$ cat src/rtl/cell_std_dev_pooling_top_assert.svh
// ----------------------------------------------------------------------------
// Assertion macros for cell_std_dev_pooling_top
// Implication checks that compile away when SYNTH is defined.
// ----------------------------------------------------------------------------
`ifndef CELL_STD_DEV_POOLING_TOP_ASSERT_SVH
`define CELL_STD_DEV_POOLING_TOP_ASSERT_SVH

`ifndef SYNTH
// same-cycle implication
`define CSDP_ASSERT_IMP(lbl, clk, rstn, ante, cons) \
    lbl: assert property (@(posedge clk) disable iff (!rstn) (ante) |-> (cons)) \
        else $error("csdp check failed");
// next-cycle implication
`define CSDP_ASSERT_NXT(lbl, clk, rstn, ante, cons) \
    lbl: assert property (@(posedge clk) disable iff (!rstn) (ante) |=> (cons)) \
        else $error("csdp check failed");
`else
`define CSDP_ASSERT_IMP(lbl, clk, rstn, ante, cons)
`define CSDP_ASSERT_NXT(lbl, clk, rstn, ante, cons)
`endif

`endif

$ cat src/rtl/csdp_pkg.sv
// ----------------------------------------------------------------------------
// csdp_pkg
// Shared constants and types of the cell standard deviation pooling block.
// ----------------------------------------------------------------------------
package csdp_pkg;

    localparam int MAX_WIDTH = 1024;
    localparam int MAX_HALF  = 16;
    localparam int MAX_ROWS  = 1024;

    localparam int RESP_W   = 16;
    localparam int HREG_W   = 5;
    localparam int DREG_W   = 11;
    localparam int HALF_W   = $clog2(MAX_HALF + 1);
    localparam int SUB_W    = (MAX_HALF > 1) ? $clog2(MAX_HALF) : 1;
    localparam int DIM_W    = $clog2(MAX_WIDTH + 1);
    localparam int ROWS_W   = $clog2(MAX_ROWS + 1);
    localparam int COL_W    = $clog2(MAX_WIDTH);
    localparam int ROW_W    = $clog2(MAX_ROWS);
    localparam int EXT_W    = $clog2(2 * MAX_HALF + 1);
    localparam int AREA_W   = $clog2(4 * MAX_HALF * MAX_HALF + 1);
    localparam int ASQ_W    = 2 * AREA_W;
    localparam int SQ_W     = 31;
    localparam int SUM_W    = 27;
    localparam int SQS_W    = 42;
    localparam int WORD_W   = SUM_W + SQS_W;
    localparam int NUM_W    = AREA_W + SQS_W;
    localparam int ROOT_W   = (NUM_W + 1) / 2;
    localparam int CELL_W   = 20;
    localparam int DEV_W    = 16;

    localparam logic [1:0] REG_HALF_HEIGHT  = 2'd0;
    localparam logic [1:0] REG_HALF_WIDTH   = 2'd1;
    localparam logic [1:0] REG_FRAME_WIDTH  = 2'd2;
    localparam logic [1:0] REG_FRAME_HEIGHT = 2'd3;

    // effective (clamped) geometry
    typedef struct packed {
        logic [HALF_W-1:0] hh;
        logic [HALF_W-1:0] hw;
        logic [DIM_W-1:0]  w;
        logic [ROWS_W-1:0] h;
    } cfg_t;

    // completed cell handed to the arithmetic unit
    typedef struct packed {
        logic                    valid;
        logic signed [SUM_W-1:0] sum;
        logic [SQS_W-1:0]        sqs;
        logic [EXT_W-1:0]        ch;
        logic [EXT_W-1:0]        cw;
        logic [CELL_W-1:0]       cell_idx;
        logic                    last;
    } emit_t;

endpackage

$ cat src/rtl/csdp_math.sv
// ----------------------------------------------------------------------------
// csdp_math
// Deviation of one cell: products, restoring divide, bit-pair square root.
// ----------------------------------------------------------------------------
module csdp_math import csdp_pkg::*; (
    input  logic              aclk,
    input  logic              aresetn,
    input  emit_t             emit,
    output logic              busy,
    output logic              m_tvalid,
    input  logic              m_tready,
    output logic [CELL_W-1:0] cell_number,
    output logic [DEV_W-1:0]  deviation,
    output logic              frame_done
);

    typedef enum logic [2:0] {M_IDLE, M_AREA, M_PROD, M_DIFF, M_DIV, M_ROOT, M_OUT} state_t;

    localparam int STEP_W = $clog2(NUM_W);

    state_t                  state_reg;
    logic signed [SUM_W-1:0] sum_reg;
    logic [SQS_W-1:0]        sqs_reg;
    logic [EXT_W-1:0]        ch_reg, cw_reg;
    logic [CELL_W-1:0]       cell_reg;
    logic                    last_reg;
    logic [AREA_W-1:0]       area_reg;
    logic [NUM_W-1:0]        aq_reg, ssq_reg;
    logic [ASQ_W-1:0]        asq_reg;
    logic [NUM_W-1:0]        q_reg;
    logic [ASQ_W-1:0]        rem_reg;
    logic [STEP_W-1:0]       step_reg;
    logic [2*ROOT_W-1:0]     n_reg;
    logic [ROOT_W+1:0]       srem_reg;
    logic [ROOT_W-1:0]       root_reg;
    logic                    valid_reg;
    logic [CELL_W-1:0]       out_cell_reg;
    logic [DEV_W-1:0]        out_dev_reg;
    logic                    out_last_reg;

    logic [SUM_W-1:0]   smag;
    logic [2*SUM_W-1:0] ssq_full;
    logic [NUM_W-1:0]   aq_full;
    logic [ASQ_W-1:0]   asq_full;
    logic [ASQ_W:0]     div_sh;
    logic               div_ge;
    logic [ASQ_W:0]     div_rem;
    logic [NUM_W-1:0]   q_next;
    logic [ROOT_W+1:0]  root_sh, root_trial;
    logic               root_ge;
    logic [ROOT_W-1:0]  root_next;
    logic               out_load;

    assign smag     = sum_reg[SUM_W-1] ? SUM_W'(-sum_reg) : SUM_W'(sum_reg);
    assign ssq_full = smag * smag;
    assign aq_full  = area_reg * sqs_reg;
    assign asq_full = area_reg * area_reg;

    assign div_sh  = {rem_reg, q_reg[NUM_W-1]};
    assign div_ge  = div_sh >= {1'b0, asq_reg};
    assign div_rem = div_ge ? div_sh - {1'b0, asq_reg} : div_sh;
    assign q_next  = {q_reg[NUM_W-2:0], div_ge};

    assign root_sh    = {srem_reg[ROOT_W-1:0], n_reg[2*ROOT_W-1 -: 2]};
    assign root_trial = {root_reg, 2'b01};
    assign root_ge    = root_sh >= root_trial;
    assign root_next  = {root_reg[ROOT_W-2:0], root_ge};

    // load the output register once it is free or being drained
    assign out_load = (state_reg == M_OUT) && (!valid_reg || m_tready);

    assign busy        = (state_reg != M_IDLE);
    assign m_tvalid    = valid_reg;
    assign cell_number = out_cell_reg;
    assign deviation   = out_dev_reg;
    assign frame_done  = out_last_reg;

    always_ff @(posedge aclk) begin
        if (!aresetn) begin
            state_reg <= M_IDLE;
            valid_reg <= 1'b0;
        end else begin
            if (out_load) begin
                valid_reg <= 1'b1;
            end else if (m_tready) begin
                valid_reg <= 1'b0;
            end
            unique case (state_reg)
                M_IDLE: begin
                    if (emit.valid) begin
                        sum_reg   <= emit.sum;
                        sqs_reg   <= emit.sqs;
                        ch_reg    <= emit.ch;
                        cw_reg    <= emit.cw;
                        cell_reg  <= emit.cell_idx;
                        last_reg  <= emit.last;
                        state_reg <= M_AREA;
                    end
                end
                M_AREA: begin
                    area_reg  <= AREA_W'(ch_reg * cw_reg);
                    state_reg <= M_PROD;
                end
                M_PROD: begin
                    aq_reg    <= aq_full;
                    ssq_reg   <= NUM_W'(ssq_full);
                    asq_reg   <= asq_full;
                    state_reg <= M_DIFF;
                end
                M_DIFF: begin
                    // a negative variance counts as zero
                    q_reg     <= (aq_reg > ssq_reg) ? aq_reg - ssq_reg : '0;
                    rem_reg   <= '0;
                    step_reg  <= STEP_W'(NUM_W - 1);
                    state_reg <= M_DIV;
                end
                M_DIV: begin
                    q_reg   <= q_next;
                    rem_reg <= div_rem[ASQ_W-1:0];
                    if (step_reg == '0) begin
                        n_reg     <= (2*ROOT_W)'(q_next);
                        srem_reg  <= '0;
                        root_reg  <= '0;
                        step_reg  <= STEP_W'(ROOT_W - 1);
                        state_reg <= M_ROOT;
                    end else begin
                        step_reg <= step_reg - STEP_W'(1);
                    end
                end
                M_ROOT: begin
                    n_reg    <= {n_reg[2*ROOT_W-3:0], 2'b00};
                    srem_reg <= root_ge ? root_sh - root_trial : root_sh;
                    root_reg <= root_next;
                    step_reg <= step_reg - STEP_W'(1);
                    if (step_reg == '0) begin
                        state_reg <= M_OUT;
                    end
                end
                M_OUT: begin
                    if (out_load) begin
                        out_cell_reg <= cell_reg;
                        out_last_reg <= last_reg;
                        out_dev_reg  <= (root_reg > ROOT_W'({DEV_W{1'b1}})) ?
                                        {DEV_W{1'b1}} : root_reg[DEV_W-1:0];
                        state_reg    <= M_IDLE;
                    end
                end
                default: state_reg <= M_IDLE;
            endcase
        end
    end

endmodule

$ cat config.mk
export PLATFORM = sky130hd
export DESIGN_NAME = csdp_math
export DESIGN_NICKNAME = d
export VERILOG_FILES = /design/src/rtl/cell_std_dev_pooling_top_assert.svh /design/src/rtl/csdp_pkg.sv /design/src/rtl/csdp_math.sv
export SDC_FILE = /design/constraint.sdc
export NUM_CORES = 2
export LEC_CHECK = 0
export ABC_AREA = 1
export BUFFER_PORTS_ARGS = -buffer_cell sky130_fd_sc_hd__buf_4
export CAP_MARGIN = 5
export CELL_PAD_IN_SITES_DETAIL_PLACEMENT = 2
export CELL_PAD_IN_SITES_GLOBAL_PLACEMENT = 2
export CORE_MARGIN = 2
export CORE_UTILIZATION = 40
export DETAILED_ROUTE_END_ITERATION = 7
export GPL_TIMING_DRIVEN = 0
export PLACE_DENSITY_LB_ADDON = 0.1
export SLEW_MARGIN = 20
export SYNTH_ARGS = -nofsm -noshare
export SYNTH_HDL_FRONTEND = slang
export SYNTH_SLANG_ARGS = --single-unit
$ cat constraint.sdc
create_clock -name aclk -period 8.85 [get_ports aclk]
set_clock_uncertainty 0.15 [all_clocks]
set_input_delay 1.3275 -clock aclk [delete_from_list [all_inputs] [get_ports aclk]]
set_output_delay 1.3275 -clock aclk [all_outputs]
set_load 0.1 [all_outputs]
Word-level counts from Yosys, hierarchy flattened
Cells that the tools add are included.

Register bits: 471. Bits of input ports: 106. Output and inout bits: 39.

$add $sub $neg: 5. Multiply operators: 4. Magnitude comparators: 4. Equality and inequality tests: 10. Mux-type cells: 21. Reductions and logical operators: 18.

Operators with widths (number): $mux 27 (4); $pmux 27 s2 (2); $pmux 54 s2 (1); $pmux 53 s2 (1); $mux 54 (1); $gt 53x53->1 (1); $mul 11x42->53 (1); $mul 27x27->53 (1); $mux 53 (1); $sub 53x53->53 (1); $pmux 22 s2 (1); $ge 29x29->1 (1); $gt 27x16->1 const B (1); $neg 27->27 (1); $sub 27x27->27 (1); $ge 23x22->1 (1); $mul 11x11->22 (1); $mux 22 (1); $sub 22x22->22 (1); $pmux 3 s7 (1); $pmux 6 s3 (1); $mux 3 (4); $mul 6x6->11 (1); $eq 3x3->1 const B (3); other kinds (16) (29).

Longest topological paths before layout
Depth after elaboration: 5. Gate-level depth with buffers: 40.

Worst setup path before layout
Ideal clock, no wire load.

Kind: register -> register. Start: register sum_reg[0]. End: register ssq_reg[44], data pin. Library setup time: 259 ps. Arrival time: 7467 ps. Path slack: 975 ps. Cell stages (with the launch flop): 35. Clock period less this slack: 7875 ps. Cells stage by stage: edfxtp_1 -> inv_2 -> clkbuf_1 -> ha_1 -> nand3_1 -> nor2_2 -> nand2_1 -> inv_1 -> nand4_1 -> nor2_2 -> nor2_1 -> xor2_2 -> buf_4 -> nand2_1 -> fa_1 -> inv_1 -> fa_1 -> inv_1 -> fa_1 -> inv_1 -> fa_1 -> fa_1 -> fa_1 -> inv_1 -> fa_1 -> inv_1 -> ha_1 -> inv_1 -> o21bai_1 -> or2_2 -> a21oi_1 -> nand3_1 -> nand2_1 -> nand2_1 -> xor2_1.

Longest elaborated chain between the ends: 3.

RTL lines: from (decl) (line csdp_math.sv:22) `logic signed [SUM_W-1:0] sum_reg;`; from (signal assigned) (line csdp_math.sv:91) `sum_reg <= emit.sum;`; $neg 27->27 (line csdp_math.sv:54) `assign smag = sum_reg[SUM_W-1] ? SUM_W'(-sum_reg) : SUM_W'(sum_reg);`; $mux 27 (*) (line csdp_math.sv:54); $mul 27x27->53 (*) (line csdp_math.sv:55) `assign ssq_full = smag * smag;`; net ssq_full[44] (line csdp_math.sv:42) `logic [2*SUM_W-1:0] ssq_full;`; to (signal assigned) (line csdp_math.sv:106) `ssq_reg <= NUM_W'(ssq_full);`; to (decl) (line csdp_math.sv:28) `logic [NUM_W-1:0] aq_reg, ssq_reg;`.

Mark *: on every way through the listed nets, which the timed path passes. The rest lies on a longest branch. A chain may end at the register's enable or synchronous reset.

Final worst setup path
Start: register sum_reg[0]. End: register ssq_reg[48], data pin.

The elaborated chain is that of the path after synthesis.

==> results.cfg <==
[clock_network]
numCtsBuffers = 61
path_clk_slew_ns = 0.06
ctsRootBufferMaster = clkbuf_16
clk_latency_ns = 0.73
clock-sinks = 469
tritoncts = yes
clock_path_buffers = 3
ctsHoldBuffers = 0
ctsHtreeMaxLevel = 2

[global_routing]
antenna_found_initial = 7
grt_pass1_vias = 63800
overflow = 0
grt_max_degree = 30
grt_use_total_pct = 30.0
grt_pass1_wl_um = 381000

[worst_setup_path]
slowest_delay_ns = 0.62
path_max_fanout = 5
r2r_setup_slack_ns = 0.004
crit_path_start_kind = flop
slowest_stage = fa_1
cp.required_ns = 9.13
cpMostUsedCell = inv_1
arrival_ns = 9.13
critical_path_class = reg -> reg
endpoint_kind = flop

[floorplanning]
fp.dieH_um = 409
core.rowCount = 148
start_util_pct = 40.3
core_sq_um = 163000
dieArea_sq_um = 167000
die_w_um = 409
ioPinCount = 145

[timing]
setup_viol = 0
clock.fmax_ghz = 0.113
final.setup.tns_ns = 0
fin_ws_ns = 0.00394
tightest_slew_ns = 1.16
slew_violations = 0
hold_viol = 0
slew-limit-headroom_pct = 22.3
period_minus_slack_ns = 8.85
fin_crit_sh_pct = 100
rsz0062_at_grt = yes

[yosys]
avgSynthCellArea_sq_um = 8.11
synth_edf_count = 465
synthFlopType = edfxtp_1
synth-seq-cells = 469
synth_cell_types = 51
async_flop_share_pct = 0
synth.cell_area_sq_um = 65600
syn_inst = 8084
synth_seq_area_share_pct = 21.4
yosysWarningCount = 0

[hold_path]
hp-class = reg -> reg

[final_layout]
areaGrowthSynthToFinish_pct = 11.5
fin_nets = 9936
drive_above_1_share_pct = 6.33
fillCellCount = 18300
largest_reg_flops = 54

[place]
port_buffers = 144
gp_congestion = 0.951
dp_slack_ns = -2.25
dp_hpwl_um = 211000

[routing]
final_antenna_net_count = 0
routed_via_density = 5.19
drtIter0Drc = 3110
post-route-drc-count = 0
vias = 55000
dr.pass1.iters = 5
wire_per_inst_um = 23.6
routed_wl_um = 250000

[job]
cap_violations = 0

[run_status]
status = finished clean
timing repair:
| action | 4_1_cts | 5_1_grt |
|---|---|---|
| gates resized for setup | 102 | 125 |
| pin swaps | 8 | 11 |
| endpoints found under the hold margin | 0 | 0 |
| endpoints found under the setup margin | 41 | 33 |
| setup buffers | 20 | 23 |
per-layer routing:
metal  global-route usage [%]  wire length [um]  vias up  share of wire [%]
li1                         -                 -    24800                  -
met1                     37.8            105000    28400                 42
met2                     52.1            123000     1301                 49
met3                     4.55             12000      442                4.8
met4                     10.5             10000        2                4.0
met5                        0                13        -             0.0052
worst paths after layout:
kind                                             start                   endpoint  depth (start not counted)
worst max-delay path              sum_reg[0]$_DFFE_PP_      ssq_reg[48]$_DFFE_PP_                         36
worst min-delay path            cell_reg[10]$_DFFE_PP_  cell_number[10]$_DFFE_PP_                          0
worst max register to register    sum_reg[0]$_DFFE_PP_      ssq_reg[48]$_DFFE_PP_                         36
worst min register to register  cell_reg[10]$_DFFE_PP_  cell_number[10]$_DFFE_PP_                          0
critical path: cells and delay by family (launching register included):
| kind | cells | cell delay [ns] |
|---|---|---|
| buffers and inverters | 13 | 1.46 |
| DFF | 1 | 0.43 |
| and+or+nand+nor | 13 | 2.28 |
| adders and majority gates | 9 | 4.12 |
| AOI/OAI and AO/OA | 1 | 0.11 |
cells in the mapped netlist, types with 2 or more instances:
master / instances / share of area [%]
conb_1: 2 / 0.011
o211ai_1: 8 / 0.092
ha_1: 463 / 8.8
nand3_1: 238 / 1.8
nand4_1: 63 / 0.60
clkinv_1: 6 / 0.034
xnor2_1: 63 / 0.84
a21boi_0: 8 / 0.092
buf_1: 6 / 0.034
and2_0: 2 / 0.019
clkbuf_1: 160 / 0.92
nand2_1: 2095 / 12
a31oi_1: 27 / 0.26
nor2_1: 638 / 3.7
xor2_2: 2 / 0.050
inv_1: 2001 / 11
and3_1: 6 / 0.057
or2_2: 13 / 0.12
o21ai_0: 195 / 1.5
a211oi_1: 3 / 0.034
dfxtp_1: 4 / 0.12
buf_4: 3 / 0.034
inv_2: 10 / 0.057
a21o_1: 30 / 0.34
buf_6: 3 / 0.052
o31ai_1: 2 / 0.023
nand2_2: 7 / 0.067
o21a_1: 10 / 0.11
a21oi_1: 275 / 2.1
buf_2: 34 / 0.26
edfxtp_1: 465 / 21
nand2b_1: 2 / 0.019
and2_1: 8 / 0.076
nor4_1: 12 / 0.11
o21bai_1: 27 / 0.31
nand3b_1: 12 / 0.14
nor3_1: 57 / 0.44
xor2_1: 103 / 1.4
nor2_2: 7 / 0.067
o21ai_1: 13 / 0.099
fa_1: 991 / 30
logic make-up (layout without fill, tap and decap cells):
kind of cell	Yosys count	count (layout)	synth area share [%]
flip-flops	469	469	21.4
adder cells (fa/ha/maj)	1454	1454	39.1
XOR/XNOR	170	170	2.35
multiplexers	1	1	0.0153
buffers and inverters	2223	2547	12.8
AND/OR/NAND/NOR	3166	3166	19.3
other	2	22	0.0115
AO/OA/AOI/OAI	599	599	4.98
cell usage in the layout, fill, tap and decap left out, types with 186 or more instances in the layout:
cell / netlist / routed
nand2_1: 2095 / 2080
inv_1: 2001 / 1996
fa_1: 991 / 988
nor2_1: 638 / 600
edfxtp_1: 465 / 465
ha_1: 463 / 449
a21oi_1: 275 / 264
nand3_1: 238 / 237
buf_4: 3 / 191
o21ai_0: 195 / 186
final cells by class:
type | count | area (sq um) | area share (%)
Clock buffer | 71 | 1560 | 2.14
Inverter | 2017 | 7610 | 10.4
Tap cell | 2175 | 2720 | 3.72
Buffer | 206 | 1010 | 1.38
Antenna cell | 2 | 5.00 | 0.00684
Clock inverter | 42 | 497 | 0.679
Sequential cell | 469 | 14000 | 19.2
Timing Repair Buffer | 211 | 1950 | 2.67
Multi-Input combinational cell | 5410 | 43700 | 59.8
metrics by stage:
stage	hold WS (ns)	area, sq um	cells	utilization, %
final	0.271	73100	10600	44.9
after global placement	0.250	69400	10400	42.7
after CTS	0.275	72500	10600	44.6
after detailed placement	0.260	70000	10400	43.0
after global routing	0.276	73100	10600	44.9
after floorplan	0.250	65600	8102	-
Power is not shown: default switching activity piles up to over one toggle a cycle in this logic, so the estimate is an artifact.
